## config.mk

```make
export PLATFORM = sky130hd
export DESIGN_NAME = pointer_gesture_direction_classifier_unit
export DESIGN_NICKNAME = d
export VERILOG_FILES = /design/src/pgdc_pkg.sv /design/src/pgdc_cordic.sv /design/src/pointer_gesture_direction_classifier_unit.sv
export VERILOG_INCLUDE_DIRS = /design/src /design/src/src
export SDC_FILE = /design/constraint.sdc
export NUM_CORES = 2
export LEC_CHECK = 0
export ABC_AREA = 1
export ABC_CLOCK_PERIOD_IN_PS = 17850
export BUFFER_PORTS_ARGS = -buffer_cell sky130_fd_sc_hd__buf_2
export CAP_MARGIN = 25
export CORE_MARGIN = 5
export CORE_UTILIZATION = 35
export CTS_BUF_LIST = sky130_fd_sc_hd__clkbuf_4 sky130_fd_sc_hd__clkbuf_8
export DETAILED_ROUTE_END_ITERATION = 10
export PLACE_DENSITY = 0.56
export SLEW_MARGIN = 20
export SYNTH_ARGS = -nofsm -noshare
export SYNTH_HDL_FRONTEND = slang
export SYNTH_SLANG_ARGS = --single-unit
```

## constraint.sdc

```tcl
create_clock -name clk_i -period 17.85 [get_ports clk_i]
set_input_delay 0.8925 -clock clk_i [delete_from_list [all_inputs] [get_ports clk_i]]
set_output_delay 0.8925 -clock clk_i [all_outputs]
set_load 0.005 [all_outputs]
```

## src/pointer_gesture_direction_classifier_unit_defines.svh

```systemverilog
// Assertion macros used by the top level of the pointer gesture classifier.
`ifndef POINTER_GESTURE_DIRECTION_CLASSIFIER_UNIT_DEFINES_SVH
`define POINTER_GESTURE_DIRECTION_CLASSIFIER_UNIT_DEFINES_SVH

// same-cycle implication, checked out of reset
`define PGDC_ASSERT_NOW(lbl, ante, cons, msg) \
  lbl: assert property (@(posedge clk_i) disable iff (!rst_ni) (ante) |-> (cons)) \
    else $error(msg);

// next-cycle implication, checked out of reset
`define PGDC_ASSERT_NEXT(lbl, ante, cons, msg) \
  lbl: assert property (@(posedge clk_i) disable iff (!rst_ni) (ante) |=> (cons)) \
    else $error(msg);

`endif

```

## src/pgdc_pkg.sv

```systemverilog
// Types, constants and tables of the pointer gesture classifier.
package pgdc_pkg;

  localparam int unsigned XY_W       = 16;
  localparam int unsigned TIME_W     = 32;
  localparam int unsigned LIMIT_W    = 16;
  localparam int unsigned MIND_W     = 10;
  localparam int unsigned PCT_W      = 7;
  localparam int unsigned CFG_IDX_W  = 3;
  localparam int unsigned CFG_DATA_W = 16;

  localparam int unsigned S_TDATA_W  = 72;
  localparam int unsigned M_TDATA_W  = 40;
  localparam int unsigned M_TUSER_W  = 3;
  localparam int unsigned DIR_W      = 4;

  // squared distance and limits
  localparam int unsigned DIST_W     = 33;
  localparam int unsigned M2_W       = 20;
  localparam int unsigned PCT2_W     = 14;
  localparam int unsigned SECTOR_W   = 14;

  // shared multiplier: 16 x 25 bit unsigned
  localparam int unsigned MUL_A_W    = 16;
  localparam int unsigned MUL_B_W    = 25;
  localparam int unsigned PROD_W     = 41;
  // floor(p * 144 / 125) == (p * SECTOR_RECIP) >> RECIP_SHIFT for p <= 10000
  localparam logic [MUL_B_W-1:0] SECTOR_RECIP = 25'd19327353;
  localparam int unsigned RECIP_SHIFT = 24;

  // angle iteration
  localparam int unsigned CORDIC_STEPS = 20;
  localparam int unsigned STEP_W       = 5;
  localparam int unsigned CX_W         = 36;
  localparam int unsigned CZ_W         = 25;
  localparam int unsigned ATAN_W       = 22;
  localparam int unsigned ANGLE_W      = 15;
  localparam int unsigned ANGLE_SHIFT  = 8;
  localparam int unsigned FRAC_W       = 16;
  localparam logic [ANGLE_W-1:0] QUARTER_Q      = 15'd23040;
  localparam logic [ANGLE_W-1:0] HALF_QUARTER_Q = 15'd11520;
  localparam logic signed [CZ_W-1:0] Z_MAX      = 25'sd5898240;

  localparam logic [PCT_W-1:0] PCT_FULL = 7'd100;

  // register reset values
  localparam logic [MIND_W-1:0]         MIN_DISTANCE_RST  = 10'd20;
  localparam logic [PCT_W-1:0]          MAX_SLIP_RST      = 7'd85;
  localparam logic [PCT_W-1:0]          SPLIT_PERCENT_RST = 7'd50;
  localparam logic [LIMIT_W-1:0]        MAX_TIME_RST      = 16'd300;
  localparam logic signed [XY_W-1:0]    VIEW_LO_RST       = 16'sh8000;
  localparam logic signed [XY_W-1:0]    VIEW_HI_RST       = 16'sh7FFF;

  typedef enum logic [CFG_IDX_W-1:0] {
    REG_MIN_DISTANCE  = 3'd0,
    REG_MAX_SLIP      = 3'd1,
    REG_SPLIT_PERCENT = 3'd2,
    REG_MAX_TIME      = 3'd3,
    REG_VIEW_LEFT     = 3'd4,
    REG_VIEW_RIGHT    = 3'd5,
    REG_VIEW_TOP      = 3'd6,
    REG_VIEW_BOTTOM   = 3'd7
  } pgdc_reg_e;

  typedef enum logic {
    OP_PRESS   = 1'b0,
    OP_RELEASE = 1'b1
  } pgdc_op_e;

  typedef enum logic [M_TUSER_W-1:0] {
    OUT_PASS     = 3'd0,
    OUT_CAPTURED = 3'd1,
    OUT_MENU     = 3'd2,
    OUT_GESTURE  = 3'd3,
    OUT_REJECTED = 3'd4
  } pgdc_outcome_e;

  typedef enum logic [DIR_W-1:0] {
    DIR_NONE      = 4'd0,
    DIR_RIGHT     = 4'd1,
    DIR_UPRIGHT   = 4'd2,
    DIR_UP        = 4'd3,
    DIR_UPLEFT    = 4'd4,
    DIR_LEFT      = 4'd5,
    DIR_DOWNLEFT  = 4'd6,
    DIR_DOWN      = 4'd7,
    DIR_DOWNRIGHT = 4'd8
  } pgdc_dir_e;

  typedef enum logic [2:0] {
    ST_IDLE   = 3'd0,
    ST_MUL    = 3'd1,
    ST_CORDIC = 3'd2,
    ST_DECIDE = 3'd3,
    ST_DONE   = 3'd4
  } pgdc_state_e;

  // multiplier schedule, one product per cycle
  typedef enum logic [2:0] {
    MUL_SQ_X   = 3'd0,
    MUL_SQ_Y   = 3'd1,
    MUL_SQ_MIN = 3'd2,
    MUL_PCT_A  = 3'd3,
    MUL_PCT_B  = 3'd4,
    MUL_LIM_A  = 3'd5,
    MUL_LIM_B  = 3'd6,
    MUL_LAST   = 3'd7
  } pgdc_mul_e;

  typedef struct packed {
    logic               done;
    logic [ANGLE_W-1:0] angle;
  } pgdc_cordic_sts_t;

  // atan(2^-i) in 1/65536 degree
  function automatic logic [ATAN_W-1:0] atan_lut(input logic [STEP_W-1:0] idx);
    logic [ATAN_W-1:0] v;
    unique case (idx)
      5'd0:    v = 22'd2949120;
      5'd1:    v = 22'd1740967;
      5'd2:    v = 22'd919879;
      5'd3:    v = 22'd466945;
      5'd4:    v = 22'd234379;
      5'd5:    v = 22'd117304;
      5'd6:    v = 22'd58666;
      5'd7:    v = 22'd29335;
      5'd8:    v = 22'd14668;
      5'd9:    v = 22'd7334;
      5'd10:   v = 22'd3667;
      5'd11:   v = 22'd1833;
      5'd12:   v = 22'd917;
      5'd13:   v = 22'd458;
      5'd14:   v = 22'd229;
      5'd15:   v = 22'd115;
      5'd16:   v = 22'd57;
      5'd17:   v = 22'd29;
      5'd18:   v = 22'd14;
      5'd19:   v = 22'd7;
      default: v = '0;
    endcase
    return v;
  endfunction

endpackage

```

## src/pgdc_cordic.sv

```systemverilog
// Vectoring angle unit: one rotation step per cycle over a shared add/sub stage.
module pgdc_cordic (
  input  logic                                clk_i,
  input  logic                                rst_ni,
  input  logic                                start_i,
  input  logic [pgdc_pkg::XY_W-1:0]           ax_i,
  input  logic [pgdc_pkg::XY_W-1:0]           ay_i,
  output pgdc_pkg::pgdc_cordic_sts_t          sts_o
);

  localparam int unsigned PadW = pgdc_pkg::CX_W - pgdc_pkg::XY_W - pgdc_pkg::FRAC_W;

  logic signed [pgdc_pkg::CX_W-1:0] x_q, x_d, y_q, y_d;
  logic signed [pgdc_pkg::CZ_W-1:0] z_q, z_d;
  logic [pgdc_pkg::STEP_W-1:0]      step_q, step_d;
  logic                             run_q, run_d, done_q, done_d;

  logic signed [pgdc_pkg::CX_W-1:0] xs, ys, y_mag;
  logic signed [pgdc_pkg::CZ_W-1:0] atan_s, z_clip;
  logic                             y_pos;

  always_comb begin
    atan_s = $signed({{(pgdc_pkg::CZ_W - pgdc_pkg::ATAN_W){1'b0}},
                      pgdc_pkg::atan_lut(step_q)});
    xs     = x_q >>> step_q;
    // shift the magnitude so negative values truncate toward zero
    y_mag  = y_q[pgdc_pkg::CX_W-1] ? -y_q : y_q;
    ys     = y_mag >> step_q;
    if (y_q[pgdc_pkg::CX_W-1]) begin
      ys = -ys;
    end
    y_pos  = !y_q[pgdc_pkg::CX_W-1] && (y_q != '0);
  end

  always_comb begin
    x_d    = x_q;
    y_d    = y_q;
    z_d    = z_q;
    step_d = step_q;
    run_d  = run_q;
    done_d = 1'b0;
    if (start_i) begin
      x_d    = $signed({{PadW{1'b0}}, ax_i, {pgdc_pkg::FRAC_W{1'b0}}});
      y_d    = $signed({{PadW{1'b0}}, ay_i, {pgdc_pkg::FRAC_W{1'b0}}});
      z_d    = '0;
      step_d = '0;
      run_d  = 1'b1;
    end else if (run_q) begin
      if (y_pos) begin
        x_d = x_q + ys;
        y_d = y_q - xs;
        z_d = z_q + atan_s;
      end else begin
        x_d = x_q - ys;
        y_d = y_q + xs;
        z_d = z_q - atan_s;
      end
      step_d = pgdc_pkg::STEP_W'(step_q + 1'b1);
      if (step_q == pgdc_pkg::STEP_W'(pgdc_pkg::CORDIC_STEPS - 1)) begin
        run_d  = 1'b0;
        done_d = 1'b1;
      end
    end
  end

  always_ff @(posedge clk_i or negedge rst_ni) begin
    if (!rst_ni) begin
      step_q <= '0;
      run_q  <= 1'b0;
      done_q <= 1'b0;
    end else begin
      step_q <= step_d;
      run_q  <= run_d;
      done_q <= done_d;
    end
  end

  always_ff @(posedge clk_i) begin
    x_q <= x_d;
    y_q <= y_d;
    z_q <= z_d;
  end

  // clamp to 0..90 degrees, then drop to 1/256 degree
  always_comb begin
    if (z_q[pgdc_pkg::CZ_W-1]) begin
      z_clip = '0;
    end else if (z_q > pgdc_pkg::Z_MAX) begin
      z_clip = pgdc_pkg::Z_MAX;
    end else begin
      z_clip = z_q;
    end
  end

  assign sts_o.done  = done_q;
  assign sts_o.angle = z_clip[pgdc_pkg::ANGLE_W + pgdc_pkg::ANGLE_SHIFT - 1:
                              pgdc_pkg::ANGLE_SHIFT];

endmodule

```

## src/pointer_gesture_direction_classifier_unit.sv

```systemverilog
// Top level of the pointer gesture classifier: sequencer, shared multiplier and decision.
//
// Usage:
//   s_axis carries one pointer event per transaction: tuser is the event kind
//   (press or release), tdata the position, timestamp and modifier flag.
//   m_axis returns exactly one result per event: tuser is the outcome, tdata
//   the direction and the context menu position.
//   cfg_we_i/cfg_addr_i/cfg_wdata_i write the eight registers; write them
//   only while no event is in flight.
// Sequence:
//   A press, or a release without an active capture, goes straight to the done
//   state and is answered from the result register; the next event is taken
//   once that result is in the output register. A captured release runs the
//   schedule on the shared 16x25 multiplier (squared distance, radius and sector
//   limits), then 20 steps of the angle unit, then the decision state, which
//   stages the result; the next event is taken once it is in the output register.
// Reset clears the capture and all control state and loads register defaults.
// A stalled receiver holds the result in the output register; a finished item
// then waits in the done state before the next one is accepted.
`include "pointer_gesture_direction_classifier_unit_defines.svh"

module pointer_gesture_direction_classifier_unit (
  input  logic                              clk_i,
  input  logic                              rst_ni,
  input  logic                              s_axis_tvalid,
  output logic                              s_axis_tready,
  // pos_x[15:0], pos_y[31:16], time_ms[63:32], modifier_held[64], zero fill
  input  logic [pgdc_pkg::S_TDATA_W-1:0]    s_axis_tdata,
  // operation[0]
  input  logic [0:0]                        s_axis_tuser,
  output logic                              m_axis_tvalid,
  input  logic                              m_axis_tready,
  // direction[3:0], menu_x[19:4], menu_y[35:20], zero fill
  output logic [pgdc_pkg::M_TDATA_W-1:0]    m_axis_tdata,
  // outcome[2:0]
  output logic [pgdc_pkg::M_TUSER_W-1:0]    m_axis_tuser,
  input  logic                              cfg_we_i,
  input  logic [pgdc_pkg::CFG_IDX_W-1:0]    cfg_addr_i,
  input  logic [pgdc_pkg::CFG_DATA_W-1:0]   cfg_wdata_i
);

  // configuration
  logic [pgdc_pkg::MIND_W-1:0]      min_dist_q;
  logic [pgdc_pkg::PCT_W-1:0]       max_slip_q, split_q;
  logic [pgdc_pkg::LIMIT_W-1:0]     max_time_q;
  logic signed [pgdc_pkg::XY_W-1:0] view_left_q, view_right_q, view_top_q, view_bottom_q;

  // control
  pgdc_pkg::pgdc_state_e state_q, state_d;
  pgdc_pkg::pgdc_mul_e   mul_step_q, mul_step_d;
  logic                  capture_q;
  logic                  in_fire, out_load, cordic_start;

  // capture and item data
  logic signed [pgdc_pkg::XY_W-1:0] press_x_q, press_y_q, rel_x_q, rel_y_q;
  logic [pgdc_pkg::TIME_W-1:0]      press_time_q, el_q;
  logic [pgdc_pkg::XY_W-1:0]        ax_q, ay_q;
  logic                             dx_pos_q, dy_pos_q;

  // multiplier results
  logic [pgdc_pkg::MUL_A_W-1:0]     mul_a;
  logic [pgdc_pkg::MUL_B_W-1:0]     mul_b;
  logic [pgdc_pkg::PROD_W-1:0]      prod_q;
  logic [pgdc_pkg::DIST_W-1:0]      dist_q;
  logic [pgdc_pkg::M2_W-1:0]        m2_q;
  logic [pgdc_pkg::PCT2_W-1:0]      pa_q, pb_q;
  logic [pgdc_pkg::SECTOR_W-1:0]    lim_a_q, lim_b_q;

  // result staging and output register
  pgdc_pkg::pgdc_outcome_e          res_outcome_q, res_outcome_d, m_outcome_q;
  pgdc_pkg::pgdc_dir_e              res_dir_q, res_dir_d, m_dir_q;
  logic signed [pgdc_pkg::XY_W-1:0] m_mx_q, m_my_q;
  logic                             m_valid_q;

  // input unpacking
  logic signed [pgdc_pkg::XY_W-1:0] in_x, in_y;
  logic [pgdc_pkg::TIME_W-1:0]      in_time;
  logic                             in_mod, in_release, press_ok;
  logic signed [pgdc_pkg::XY_W:0]   dx, dy;

  pgdc_pkg::pgdc_cordic_sts_t       cordic_sts;

  assign in_x       = $signed(s_axis_tdata[15:0]);
  assign in_y       = $signed(s_axis_tdata[31:16]);
  assign in_time    = s_axis_tdata[63:32];
  assign in_mod     = s_axis_tdata[64];
  assign in_release = (pgdc_pkg::pgdc_op_e'(s_axis_tuser[0]) == pgdc_pkg::OP_RELEASE);

  assign press_ok = !capture_q && !in_mod &&
                    (in_x >= view_left_q) && (in_x <= view_right_q) &&
                    (in_y >= view_top_q) && (in_y <= view_bottom_q);

  assign dx = {in_x[pgdc_pkg::XY_W-1], in_x} - {press_x_q[pgdc_pkg::XY_W-1], press_x_q};
  assign dy = {in_y[pgdc_pkg::XY_W-1], in_y} - {press_y_q[pgdc_pkg::XY_W-1], press_y_q};

  assign in_fire = s_axis_tvalid && s_axis_tready;

  // ---------------------------------------------------------------- config
  always_ff @(posedge clk_i or negedge rst_ni) begin
    if (!rst_ni) begin
      min_dist_q    <= pgdc_pkg::MIN_DISTANCE_RST;
      max_slip_q    <= pgdc_pkg::MAX_SLIP_RST;
      split_q       <= pgdc_pkg::SPLIT_PERCENT_RST;
      max_time_q    <= pgdc_pkg::MAX_TIME_RST;
      view_left_q   <= pgdc_pkg::VIEW_LO_RST;
      view_right_q  <= pgdc_pkg::VIEW_HI_RST;
      view_top_q    <= pgdc_pkg::VIEW_LO_RST;
      view_bottom_q <= pgdc_pkg::VIEW_HI_RST;
    end else if (cfg_we_i) begin
      unique case (pgdc_pkg::pgdc_reg_e'(cfg_addr_i))
        pgdc_pkg::REG_MIN_DISTANCE:  min_dist_q    <= cfg_wdata_i[pgdc_pkg::MIND_W-1:0];
        pgdc_pkg::REG_MAX_SLIP:      max_slip_q    <= cfg_wdata_i[pgdc_pkg::PCT_W-1:0];
        pgdc_pkg::REG_SPLIT_PERCENT: split_q       <= cfg_wdata_i[pgdc_pkg::PCT_W-1:0];
        pgdc_pkg::REG_MAX_TIME:      max_time_q    <= cfg_wdata_i;
        pgdc_pkg::REG_VIEW_LEFT:     view_left_q   <= $signed(cfg_wdata_i);
        pgdc_pkg::REG_VIEW_RIGHT:    view_right_q  <= $signed(cfg_wdata_i);
        pgdc_pkg::REG_VIEW_TOP:      view_top_q    <= $signed(cfg_wdata_i);
        pgdc_pkg::REG_VIEW_BOTTOM:   view_bottom_q <= $signed(cfg_wdata_i);
        default: ;
      endcase
    end
  end

  // ---------------------------------------------------------------- sequencer
  always_comb begin
    state_d    = state_q;
    mul_step_d = mul_step_q;
    unique case (state_q)
      pgdc_pkg::ST_IDLE: begin
        if (in_fire) begin
          mul_step_d = pgdc_pkg::MUL_SQ_X;
          state_d    = (in_release && capture_q) ? pgdc_pkg::ST_MUL : pgdc_pkg::ST_DONE;
        end
      end
      pgdc_pkg::ST_MUL: begin
        mul_step_d = pgdc_pkg::pgdc_mul_e'(3'(mul_step_q + 3'd1));
        if (mul_step_q == pgdc_pkg::MUL_LAST) begin
          state_d = pgdc_pkg::ST_CORDIC;
        end
      end
      pgdc_pkg::ST_CORDIC: begin
        if (cordic_sts.done) begin
          state_d = pgdc_pkg::ST_DECIDE;
        end
      end
      pgdc_pkg::ST_DECIDE: state_d = pgdc_pkg::ST_DONE;
      pgdc_pkg::ST_DONE: begin
        if (out_load) begin
          state_d = pgdc_pkg::ST_IDLE;
        end
      end
      default: state_d = pgdc_pkg::ST_IDLE;
    endcase
  end

  always_comb begin
    s_axis_tready = (state_q == pgdc_pkg::ST_IDLE);
    cordic_start  = (state_q == pgdc_pkg::ST_MUL) && (mul_step_q == pgdc_pkg::MUL_LAST);
    out_load      = (state_q == pgdc_pkg::ST_DONE) && (!m_valid_q || m_axis_tready);
  end

  always_ff @(posedge clk_i or negedge rst_ni) begin
    if (!rst_ni) begin
      state_q    <= pgdc_pkg::ST_IDLE;
      mul_step_q <= pgdc_pkg::MUL_SQ_X;
      capture_q  <= 1'b0;
    end else begin
      state_q    <= state_d;
      mul_step_q <= mul_step_d;
      if (in_fire) begin
        if (!in_release && press_ok) begin
          capture_q <= 1'b1;
        end else if (in_release) begin
          capture_q <= 1'b0;
        end
      end
    end
  end

  // ---------------------------------------------------------------- item capture
  always_ff @(posedge clk_i) begin
    if (in_fire) begin
      rel_x_q  <= in_x;
      rel_y_q  <= in_y;
      ax_q     <= dx[pgdc_pkg::XY_W] ? pgdc_pkg::XY_W'(-dx) : dx[pgdc_pkg::XY_W-1:0];
      ay_q     <= dy[pgdc_pkg::XY_W] ? pgdc_pkg::XY_W'(-dy) : dy[pgdc_pkg::XY_W-1:0];
      dx_pos_q <= !dx[pgdc_pkg::XY_W] && (dx != '0);
      dy_pos_q <= !dy[pgdc_pkg::XY_W] && (dy != '0);
      el_q     <= in_time - press_time_q;
      if (!in_release && press_ok) begin
        press_x_q    <= in_x;
        press_y_q    <= in_y;
        press_time_q <= in_time;
      end
    end
  end

  // ---------------------------------------------------------------- shared multiplier
  logic [pgdc_pkg::PCT_W-1:0] slip_c, split_c;

  assign slip_c  = (max_slip_q > pgdc_pkg::PCT_FULL) ? pgdc_pkg::PCT_FULL : max_slip_q;
  assign split_c = (split_q > pgdc_pkg::PCT_FULL) ? pgdc_pkg::PCT_FULL : split_q;

  always_comb begin
    unique case (mul_step_q)
      pgdc_pkg::MUL_SQ_X: begin
        mul_a = ax_q;
        mul_b = pgdc_pkg::MUL_B_W'(ax_q);
      end
      pgdc_pkg::MUL_SQ_Y: begin
        mul_a = ay_q;
        mul_b = pgdc_pkg::MUL_B_W'(ay_q);
      end
      pgdc_pkg::MUL_SQ_MIN: begin
        mul_a = pgdc_pkg::MUL_A_W'(min_dist_q);
        mul_b = pgdc_pkg::MUL_B_W'(min_dist_q);
      end
      pgdc_pkg::MUL_PCT_A: begin
        mul_a = pgdc_pkg::MUL_A_W'(slip_c);
        mul_b = pgdc_pkg::MUL_B_W'(split_c);
      end
      pgdc_pkg::MUL_PCT_B: begin
        mul_a = pgdc_pkg::MUL_A_W'(slip_c);
        mul_b = pgdc_pkg::MUL_B_W'(pgdc_pkg::PCT_FULL - split_c);
      end
      pgdc_pkg::MUL_LIM_A: begin
        mul_a = pgdc_pkg::MUL_A_W'(pa_q);
        mul_b = pgdc_pkg::SECTOR_RECIP;
      end
      pgdc_pkg::MUL_LIM_B: begin
        mul_a = pgdc_pkg::MUL_A_W'(pb_q);
        mul_b = pgdc_pkg::SECTOR_RECIP;
      end
      default: begin
        mul_a = '0;
        mul_b = '0;
      end
    endcase
  end

  // each step picks up the product of the step before
  always_ff @(posedge clk_i) begin
    prod_q <= mul_a * mul_b;
    if (state_q == pgdc_pkg::ST_MUL) begin
      unique case (mul_step_q)
        pgdc_pkg::MUL_SQ_Y:   dist_q  <= prod_q[pgdc_pkg::DIST_W-1:0];
        pgdc_pkg::MUL_SQ_MIN: dist_q  <= dist_q + prod_q[pgdc_pkg::DIST_W-1:0];
        pgdc_pkg::MUL_PCT_A:  m2_q    <= prod_q[pgdc_pkg::M2_W-1:0];
        pgdc_pkg::MUL_PCT_B:  pa_q    <= prod_q[pgdc_pkg::PCT2_W-1:0];
        pgdc_pkg::MUL_LIM_A:  pb_q    <= prod_q[pgdc_pkg::PCT2_W-1:0];
        pgdc_pkg::MUL_LIM_B:
          lim_a_q <= prod_q[pgdc_pkg::RECIP_SHIFT + pgdc_pkg::SECTOR_W - 1:pgdc_pkg::RECIP_SHIFT];
        pgdc_pkg::MUL_LAST:
          lim_b_q <= prod_q[pgdc_pkg::RECIP_SHIFT + pgdc_pkg::SECTOR_W - 1:pgdc_pkg::RECIP_SHIFT];
        default: ;
      endcase
    end
  end

  // ---------------------------------------------------------------- angle unit
  pgdc_cordic u_cordic (
    .clk_i   (clk_i),
    .rst_ni  (rst_ni),
    .start_i (cordic_start),
    .ax_i    (ax_q),
    .ay_i    (ay_q),
    .sts_o   (cordic_sts)
  );

  // ---------------------------------------------------------------- decision
  logic [pgdc_pkg::M2_W+1:0]     m2x3;
  logic [pgdc_pkg::LIMIT_W+1:0]  limx3;
  logic [pgdc_pkg::ANGLE_W-1:0]  q, lim_a, lim_b;
  logic                          is_none, is_bad, over, way_over;
  pgdc_pkg::pgdc_dir_e           dir_raw;

  always_comb begin
    m2x3     = {2'b00, m2_q} + {1'b0, m2_q, 1'b0};
    limx3    = {2'b00, max_time_q} + {1'b0, max_time_q, 1'b0};
    lim_a    = pgdc_pkg::ANGLE_W'(lim_a_q);
    lim_b    = pgdc_pkg::ANGLE_W'(lim_b_q);
    over     = el_q > pgdc_pkg::TIME_W'(max_time_q);
    way_over = el_q > pgdc_pkg::TIME_W'(limx3[pgdc_pkg::LIMIT_W+1:1]);

    priority if (ax_q == '0) begin
      q = pgdc_pkg::QUARTER_Q;
    end else if (ay_q == '0) begin
      q = '0;
    end else begin
      q = cordic_sts.angle;
    end

    is_none = dist_q < pgdc_pkg::DIST_W'(m2_q);
    is_bad  = 1'b0;
    dir_raw = pgdc_pkg::DIR_NONE;
    priority if (is_none) begin
      dir_raw = pgdc_pkg::DIR_NONE;
    end else if (dist_q < pgdc_pkg::DIST_W'(m2x3[pgdc_pkg::M2_W+1:1])) begin
      is_bad = 1'b1;
    end else if (q <= lim_a) begin
      dir_raw = dx_pos_q ? pgdc_pkg::DIR_RIGHT : pgdc_pkg::DIR_LEFT;
    end else if (q >= pgdc_pkg::QUARTER_Q - lim_a) begin
      dir_raw = dy_pos_q ? pgdc_pkg::DIR_DOWN : pgdc_pkg::DIR_UP;
    end else if ((q >= pgdc_pkg::HALF_QUARTER_Q - lim_b) &&
                 (q <= pgdc_pkg::HALF_QUARTER_Q + lim_b)) begin
      if (dy_pos_q) begin
        dir_raw = dx_pos_q ? pgdc_pkg::DIR_DOWNRIGHT : pgdc_pkg::DIR_DOWNLEFT;
      end else begin
        dir_raw = dx_pos_q ? pgdc_pkg::DIR_UPRIGHT : pgdc_pkg::DIR_UPLEFT;
      end
    end else begin
      is_bad = 1'b1;
    end

    // far over the time limit drops to a plain click, slightly over rejects
    if (over) begin
      if (way_over) begin
        is_none = 1'b1;
        is_bad  = 1'b0;
      end else if (!is_none) begin
        is_bad = 1'b1;
      end
    end
  end

  always_comb begin
    res_outcome_d = res_outcome_q;
    res_dir_d     = res_dir_q;
    if (in_fire) begin
      res_dir_d     = pgdc_pkg::DIR_NONE;
      res_outcome_d = (!in_release && press_ok) ? pgdc_pkg::OUT_CAPTURED : pgdc_pkg::OUT_PASS;
    end else if (state_q == pgdc_pkg::ST_DECIDE) begin
      priority if (is_none) begin
        res_outcome_d = pgdc_pkg::OUT_MENU;
        res_dir_d     = pgdc_pkg::DIR_NONE;
      end else if (is_bad) begin
        res_outcome_d = pgdc_pkg::OUT_REJECTED;
        res_dir_d     = pgdc_pkg::DIR_NONE;
      end else begin
        res_outcome_d = pgdc_pkg::OUT_GESTURE;
        res_dir_d     = dir_raw;
      end
    end
  end

  always_ff @(posedge clk_i) begin
    res_outcome_q <= res_outcome_d;
    res_dir_q     <= res_dir_d;
  end

  // ---------------------------------------------------------------- output register
  always_ff @(posedge clk_i or negedge rst_ni) begin
    if (!rst_ni) begin
      m_valid_q <= 1'b0;
    end else if (out_load) begin
      m_valid_q <= 1'b1;
    end else if (m_axis_tready) begin
      m_valid_q <= 1'b0;
    end
  end

  always_ff @(posedge clk_i) begin
    if (out_load) begin
      m_outcome_q <= res_outcome_q;
      m_dir_q     <= res_dir_q;
      m_mx_q      <= (res_outcome_q == pgdc_pkg::OUT_MENU) ? rel_x_q : '0;
      m_my_q      <= (res_outcome_q == pgdc_pkg::OUT_MENU) ? rel_y_q : '0;
    end
  end

  assign m_axis_tvalid = m_valid_q;
  assign m_axis_tuser  = m_outcome_q;
  assign m_axis_tdata  = {4'b0000, m_my_q, m_mx_q, m_dir_q};

  // ---------------------------------------------------------------- checks
  `PGDC_ASSERT_NEXT(a_release_runs_mul, in_fire && in_release && capture_q,
    state_q == pgdc_pkg::ST_MUL, "captured release did not start the multiplier schedule")

  `PGDC_ASSERT_NOW(a_capture_from_press, capture_q && !$past(capture_q),
    $past(in_fire) && !$past(in_release), "capture set without an accepted press")

  `PGDC_ASSERT_NOW(a_dir_only_gesture,
    m_axis_tvalid && (m_outcome_q != pgdc_pkg::OUT_GESTURE),
    m_dir_q == pgdc_pkg::DIR_NONE, "direction reported on a non-gesture result")

  `PGDC_ASSERT_NOW(a_cordic_done_in_wait, cordic_sts.done,
    state_q == pgdc_pkg::ST_CORDIC, "angle unit finished outside its wait state")

endmodule
```

Word-level counts from Yosys, hierarchy flattened
Memories as Yosys holds them, arrays and structs flattened.
Index checks and enable logic that the tools add are counted.
Cells by class
  $add $sub $neg: 22
  $mul: 1
  order comparisons: 15
  eq/ne operators: 24
  shift-type cells: 2
  muxes and demuxes: 67
  reductions and logical operators: 56
Operators with widths (number)
  $pmux W25 S6: 1
  $mux W36: 4
  $mux W32: 4
  $pmux W16 S6: 1
  $add A36 B36 Y36: 2
  $neg A36 Y36: 2
  $sub A36 B36 Y36: 2
  $pmux W33 S2: 1
  $mux W23: 2
  $mux W3: 13
  $mul A16 B25 Y38: 1
  $mux W4: 9
  $reduce_bool A36 Y1: 1
  $shr A36 B5 Y36: 1
  $sshr A36 B5 Y36: 1
  $reduce_and A2 Y1: 17
  $reduce_bool A17 Y1: 2
  $sub A16 B16 Y17: 2
  $add A33 B33 Y33: 1
  $lt A33 B20 Y1: 1
  $lt A33 B21 Y1: 1
  $ge A16 B16 Y1: 2
  $gt A32 B16 Y1: 1
  $gt A32 B17 Y1: 1
  other kinds (40): 114
Storage, ports and cells
  register bits after elaboration: 571
  memory bits (read-only): 704
  input bits: 97
  output and inout port bits: 45
  logic and storage cells: 231
  memories: 1
Memory list
  (no name shown): words 32, width 22, read ports 1, clocked after Yosys merged registers in 0, write ports 0, RTL line pgdc_pkg.sv:118  | unique case (idx)

Longest topological paths before layout
  depth after elaboration: 19
  mapped depth: 51
  mapped depth without buffers: 51

Cells and area by module
Synthesis repeated with hierarchy kept, for this count alone.
Unflattened totals
  cells, all modules: 7959
  area, all modules: 59314.4 um^2
By module, submodules not included
  pointer_gesture_direction_classifier_unit: times used 1, cells an instance 4997, area an instance 41907.7 um^2, seq. area each 13098.8 um^2
  pgdc_cordic: times used 1, cells an instance 2962, area an instance 17406.7 um^2, seq. area each 2437.3 um^2

Worst setup path before layout
No wires, ideal clock.
  path kind: in2reg
  start point: in s_axis_tvalid
  end point: reg press_time_q[0] (netlist name) (enable)
  library setup time: 0.418 ns
  data arrival time: 7.875 ns
  data required time: 17.432 ns
  path slack: 9.557 ns
  cell stages on the path: 8
  path buffers: 0
  cells stage by stage: inv_1 > nor2_1 > inv_1 > nor4_1 > nand2_1 > a21oi_1 > nand3_1 > inv_1
On the way
  word-level cells in the longest chain between the ends: 2
RTL lines
  start: declaration: RTL line pointer_gesture_direction_classifier_unit.sv:25  | input logic s_axis_tvalid,
  $logic_and A1 B1 Y1: RTL line pointer_gesture_direction_classifier_unit.sv:96  | assign in_fire = s_axis_tvalid && s_axis_tready;
  via in_fire: RTL line pointer_gesture_direction_classifier_unit.sv:52  | logic in_fire, out_load, cordic_start;
  $reduce_and A2 Y1 (no source line)
  end signal: assignment: RTL line pointer_gesture_direction_classifier_unit.sv:193  | press_time_q <= in_time;
  end: declaration: RTL line pointer_gesture_direction_classifier_unit.sv:56  | logic [pgdc_pkg::TIME_W-1:0] press_time_q, el_q;
The timed path passes the listed nets, and every way through them passes these cells.
A chain may end at the register's enable or synchronous reset.

Worst setup path after layout
  start point: reg mul_step_q[0]
  end point: reg prod_q[36] (netlist name)
On the way
  word-level cells in the longest chain between the ends: 4
  elaborated cells between the ends (all ways): 12
  those cells by class: mul (1); eq/ne (6); mux (2); reduce/logical (3)
RTL lines
  start: declaration: RTL line pointer_gesture_direction_classifier_unit.sv:50  | pgdc_pkg::pgdc_mul_e mul_step_q, mul_step_d;
  start signal: assignment: RTL line pointer_gesture_direction_classifier_unit.sv:165  | mul_step_q <= pgdc_pkg::MUL_SQ_X;
  start signal: assignment: RTL line pointer_gesture_direction_classifier_unit.sv:169  | mul_step_q <= mul_step_d;
  $eq A3 B3 Y1 / $eq A3 B2 Y1 (equally long branches): RTL line pointer_gesture_direction_classifier_unit.sv:205  | unique case (mul_step_q)
  $reduce_or A2 Y1 (no source line)
  $pmux W16 S6 / $pmux W25 S6 (equally long branches): RTL line pointer_gesture_direction_classifier_unit.sv:205
  $mul A16 B25 Y38 *: RTL line pointer_gesture_direction_classifier_unit.sv:243  | prod_q <= mul_a * mul_b;
  end signal: assignment: RTL line pointer_gesture_direction_classifier_unit.sv:243
  end: declaration: RTL line pointer_gesture_direction_classifier_unit.sv:63  | logic [pgdc_pkg::PROD_W-1:0] prod_q;
Mark *: on every way between the ends. The rest lies on a longest branch, timed or not.

==> results_dict.tcl <==
set metrics [dict create \
    run_status "finished clean" \
    coreArea_um2 158000 \
    ys.flop_type "sky130_fd_sc_hd__edfxtp_1" \
    fin_hold_ws_ns 0.122 \
    worst_setup_path_start_kind "flip-flop" \
    initial_antenna_violation_count 8 \
    num_vias 46900 \
    cp.required_ns 18.49 \
    die_height_um 408 \
    ys_ff_latch 571 \
    postRouteWirelength_um 162000 \
    async_flop_share_pct 20.8 \
    die_x_um 408 \
    grt.met2_usage_pct 31.0 \
    worstPathBufferInverterCount 12 \
    cts_hold_repair.buffers 0 \
    grtUsageMet3_pct 2.63 \
    start_util_pct 35.1 \
    synth-warning-count 0 \
    cts-resized-gates 0 \
    critical-path-max-stage-delay_ns 0.54 \
    report.final.hold_viol_count 0 \
    period_utilisation_layout_pct 58.0 \
    clock_insertion_delay_worst_skew_ns 0.82 \
    max_freq_mhz 96.6 \
    first_global_vias 46000 \
    worst_ep_arrival_time_ns 11.00 \
    numCtsBuffers 102 \
    worst_hold_path_type "input port to asynchronous set/reset pin" \
    cells_after_synthesis 6970 \
    synth_seq_area_share_pct 28.0 \
    grt_usage_pct 19.2 \
    syn_area_um2 55400 \
    setup_viol 0 \
    synth_enable_flop_cells 345 \
    cts_setup_buffers 0 \
    route.detailed.vias_per_inst 5.04 \
    grt_max_degree 77 \
    drt_first_iter_violations 3285 \
    firstDrtPassIters 6 \
    floorplan.rows 146 \
    globalRoute.busiestLayer "met2" \
    max-clock-path-buffers 3 \
    criticalPathCategory "flip-flop to flip-flop" \
    timing.max_cap.violations 0 \
    drcViolationCount 0 \
    timing.critical_path.slowest_stage_cell "sky130_fd_sc_hd__fa_1" \
    route.detailed.wl_per_inst_um 17.4 \
    ioPinCount 142 \
    mostFrequentLayoutCells "1382 x sky130_fd_sc_hd__nand2_1, 1147 x sky130_fd_sc_hd__inv_1, 545 x sky130_fd_sc_hd__ha_1, 495 x sky130_fd_sc_hd__nor2_1, 409 x sky130_fd_sc_hd__a21oi_1" \
    worst_setup_path_end_kind "flip-flop" \
    layout_commonest_cell "sky130_fd_sc_hd__nand2_1" \
    regToRegSetupSlack_ns 7.49 \
    h-tree-depth 3 \
    final_nets 8100 \
    timing.final.crit_period_ns 10.36 \
    worst_r2r_path_depth 40 \
    max_slew_margin_pct 31.5 \
    clock-root-buffer "sky130_fd_sc_hd__clkbuf_8" \
    regToRegStartpoint "mul_step_q[0]" \
    die_area_um2 166000 \
    clock-sinks 571 \
    grt_use_met1_pct 26.9 \
    critical_path.max_fanout 64 \
    tritoncts_clock_tree "built" \
    worstMarginPinSlew_ns 1.02 \
    grt_overflow 0 \
    rr_endpoint "prod_q[36]" \
    path_common_cell "sky130_fd_sc_hd__inv_1" \
    unrepaired_setup_endpoints_after_global_routing "no" \
    maxSlewViolCount 0 \
    grt_pass1_wl_um 257000 \
    ys_types 78 \
    worst_setup_hold_path_clk_slew_ns 0.06 \
    skew_ns 0.0612 \
    synth_area_per_inst_um2 7.95 \
    area_delta_synth_final_pct 9.93 \
    place.port_buffers 130 \
    routabilityCongestion 0.920 \
    cpLargestDelayFamily "adder cells" \
    setup_total_negative_slack_ns 0 \
    layout-drive-gt1-share_pct 8.36 \
    postRouteAntennaNets 0 \
    total_half_perimeter_wirelength_after_legalization_and_detailed_placement_um 129000 \
]
worst register-to-register path: cells and delay by family (launching register included):
family | cells | cell delay [ns]
adders and majority gates | 8 | 3.67
AOI/OAI and AO/OA | 12 | 2.96
DFF | 1 | 0.42
buffers and inverters | 12 | 2.13
xor gates and xnor gates | 1 | 0.12
and+or+nand+nor | 7 | 0.93
worst max path at each step:
stage                  startpoint         endpoint  slack, ns  depth (start not counted)
finish              mul_step_q[0]       prod_q[36]       7.49                         40
global route        mul_step_q[0]       prod_q[36]       6.82                         40
detailed placement  mul_step_q[0]       prod_q[36]       7.52                         40
floorplan           s_axis_tvalid  press_time_q[0]       9.56                          8
global placement    mul_step_q[0]       prod_q[36]       7.53                         40
CTS                 mul_step_q[0]       prod_q[36]       7.41                         40
layer usage:
layer  wire length [um]  part of all wire (%)
met1              76400                    47
met2              72600                    45
met3               8690                   5.4
met4               4520                   2.8
met5                 30                 0.018
flip-flops by register name, indices dropped and copies added, names as in the netlist, 20 cells and up:
signal and count:
u_cordic.x_q 36, el_q 32, dist_q 33, m2_q 20, u_cordic.z_q 25, press_time_q 32, u_cordic.y_q 36, prod_q 38
metrics by stage:
stage	cell area, um2	instances	setup WS [ns]	utilization [%]
6_report	60900	9305	7.49	38.6
5_1_grt	60900	9305	6.82	38.6
4_1_cts	60900	9299	7.41	38.6
3_5_place_dp	58500	9108	7.52	37.1
3_3_place_gp	58500	9108	7.53	37.1
2_1_floorplan	55700	7036	9.56	-
layout make-up:
cell class | count | area, um2
Sequential cell | 571 | 15500
Antenna cell | 6 | 15.0
Tap cell | 2072 | 2590
Fill cell | 16400 | 96900
Clock inverter | 38 | 444
Multi-Input combinational cell | 5105 | 34900
Clock buffer | 153 | 1940
Timing Repair Buffer | 176 | 1000
Inverter | 1184 | 4450
kinds of logic (layout without fill, tap and decap cells):
logic type      count (synthesis)  count (layout)  synth area share (%)
xor+xnor                      373             373                  5.89
buf+inv                      1360            1551                  9.49
compound gates               1170            1170                  11.9
fa+ha+maj                     863             863                  23.8
simple gates                 2618            2618                  20.7
mux                            13              13                 0.235
flops                         571             571                  28.0
other cells                     2              74                0.0136
cell usage after synthesis (all sizes together), types with 8 or more instances:
cell | n | share of area (%)
a211oi | 16 | 0.22
a21boi | 9 | 0.13
a21o | 8 | 0.11
a21oi | 411 | 3.7
a221oi | 8 | 0.13
a22oi | 8 | 0.11
a31oi | 21 | 0.24
buf | 81 | 0.82
clkbuf | 95 | 0.64
clkinv | 11 | 0.075
dfrtp | 74 | 3.3
dfstp | 45 | 2.1
dfxtp | 107 | 3.9
edfxtp | 345 | 19
fa | 318 | 11
ha | 545 | 12
inv | 1173 | 7.9
mux2i | 13 | 0.23
nand2 | 1439 | 10
nand3 | 436 | 4.3
nand3b | 17 | 0.23
nand4 | 71 | 0.83
nor2 | 538 | 4.0
nor3 | 68 | 0.63
nor4 | 23 | 0.26
o211ai | 23 | 0.31
o21a | 21 | 0.28
o21ai | 451 | 4.1
o21bai | 35 | 0.48
o221ai | 19 | 0.30
o22ai | 95 | 1.1
o31ai | 12 | 0.16
or2 | 11 | 0.12
xnor2 | 126 | 2.0
xor2 | 247 | 3.9
Power is not shown: default switching activity piles up to over one toggle a cycle in this logic, so the estimate is an artifact.
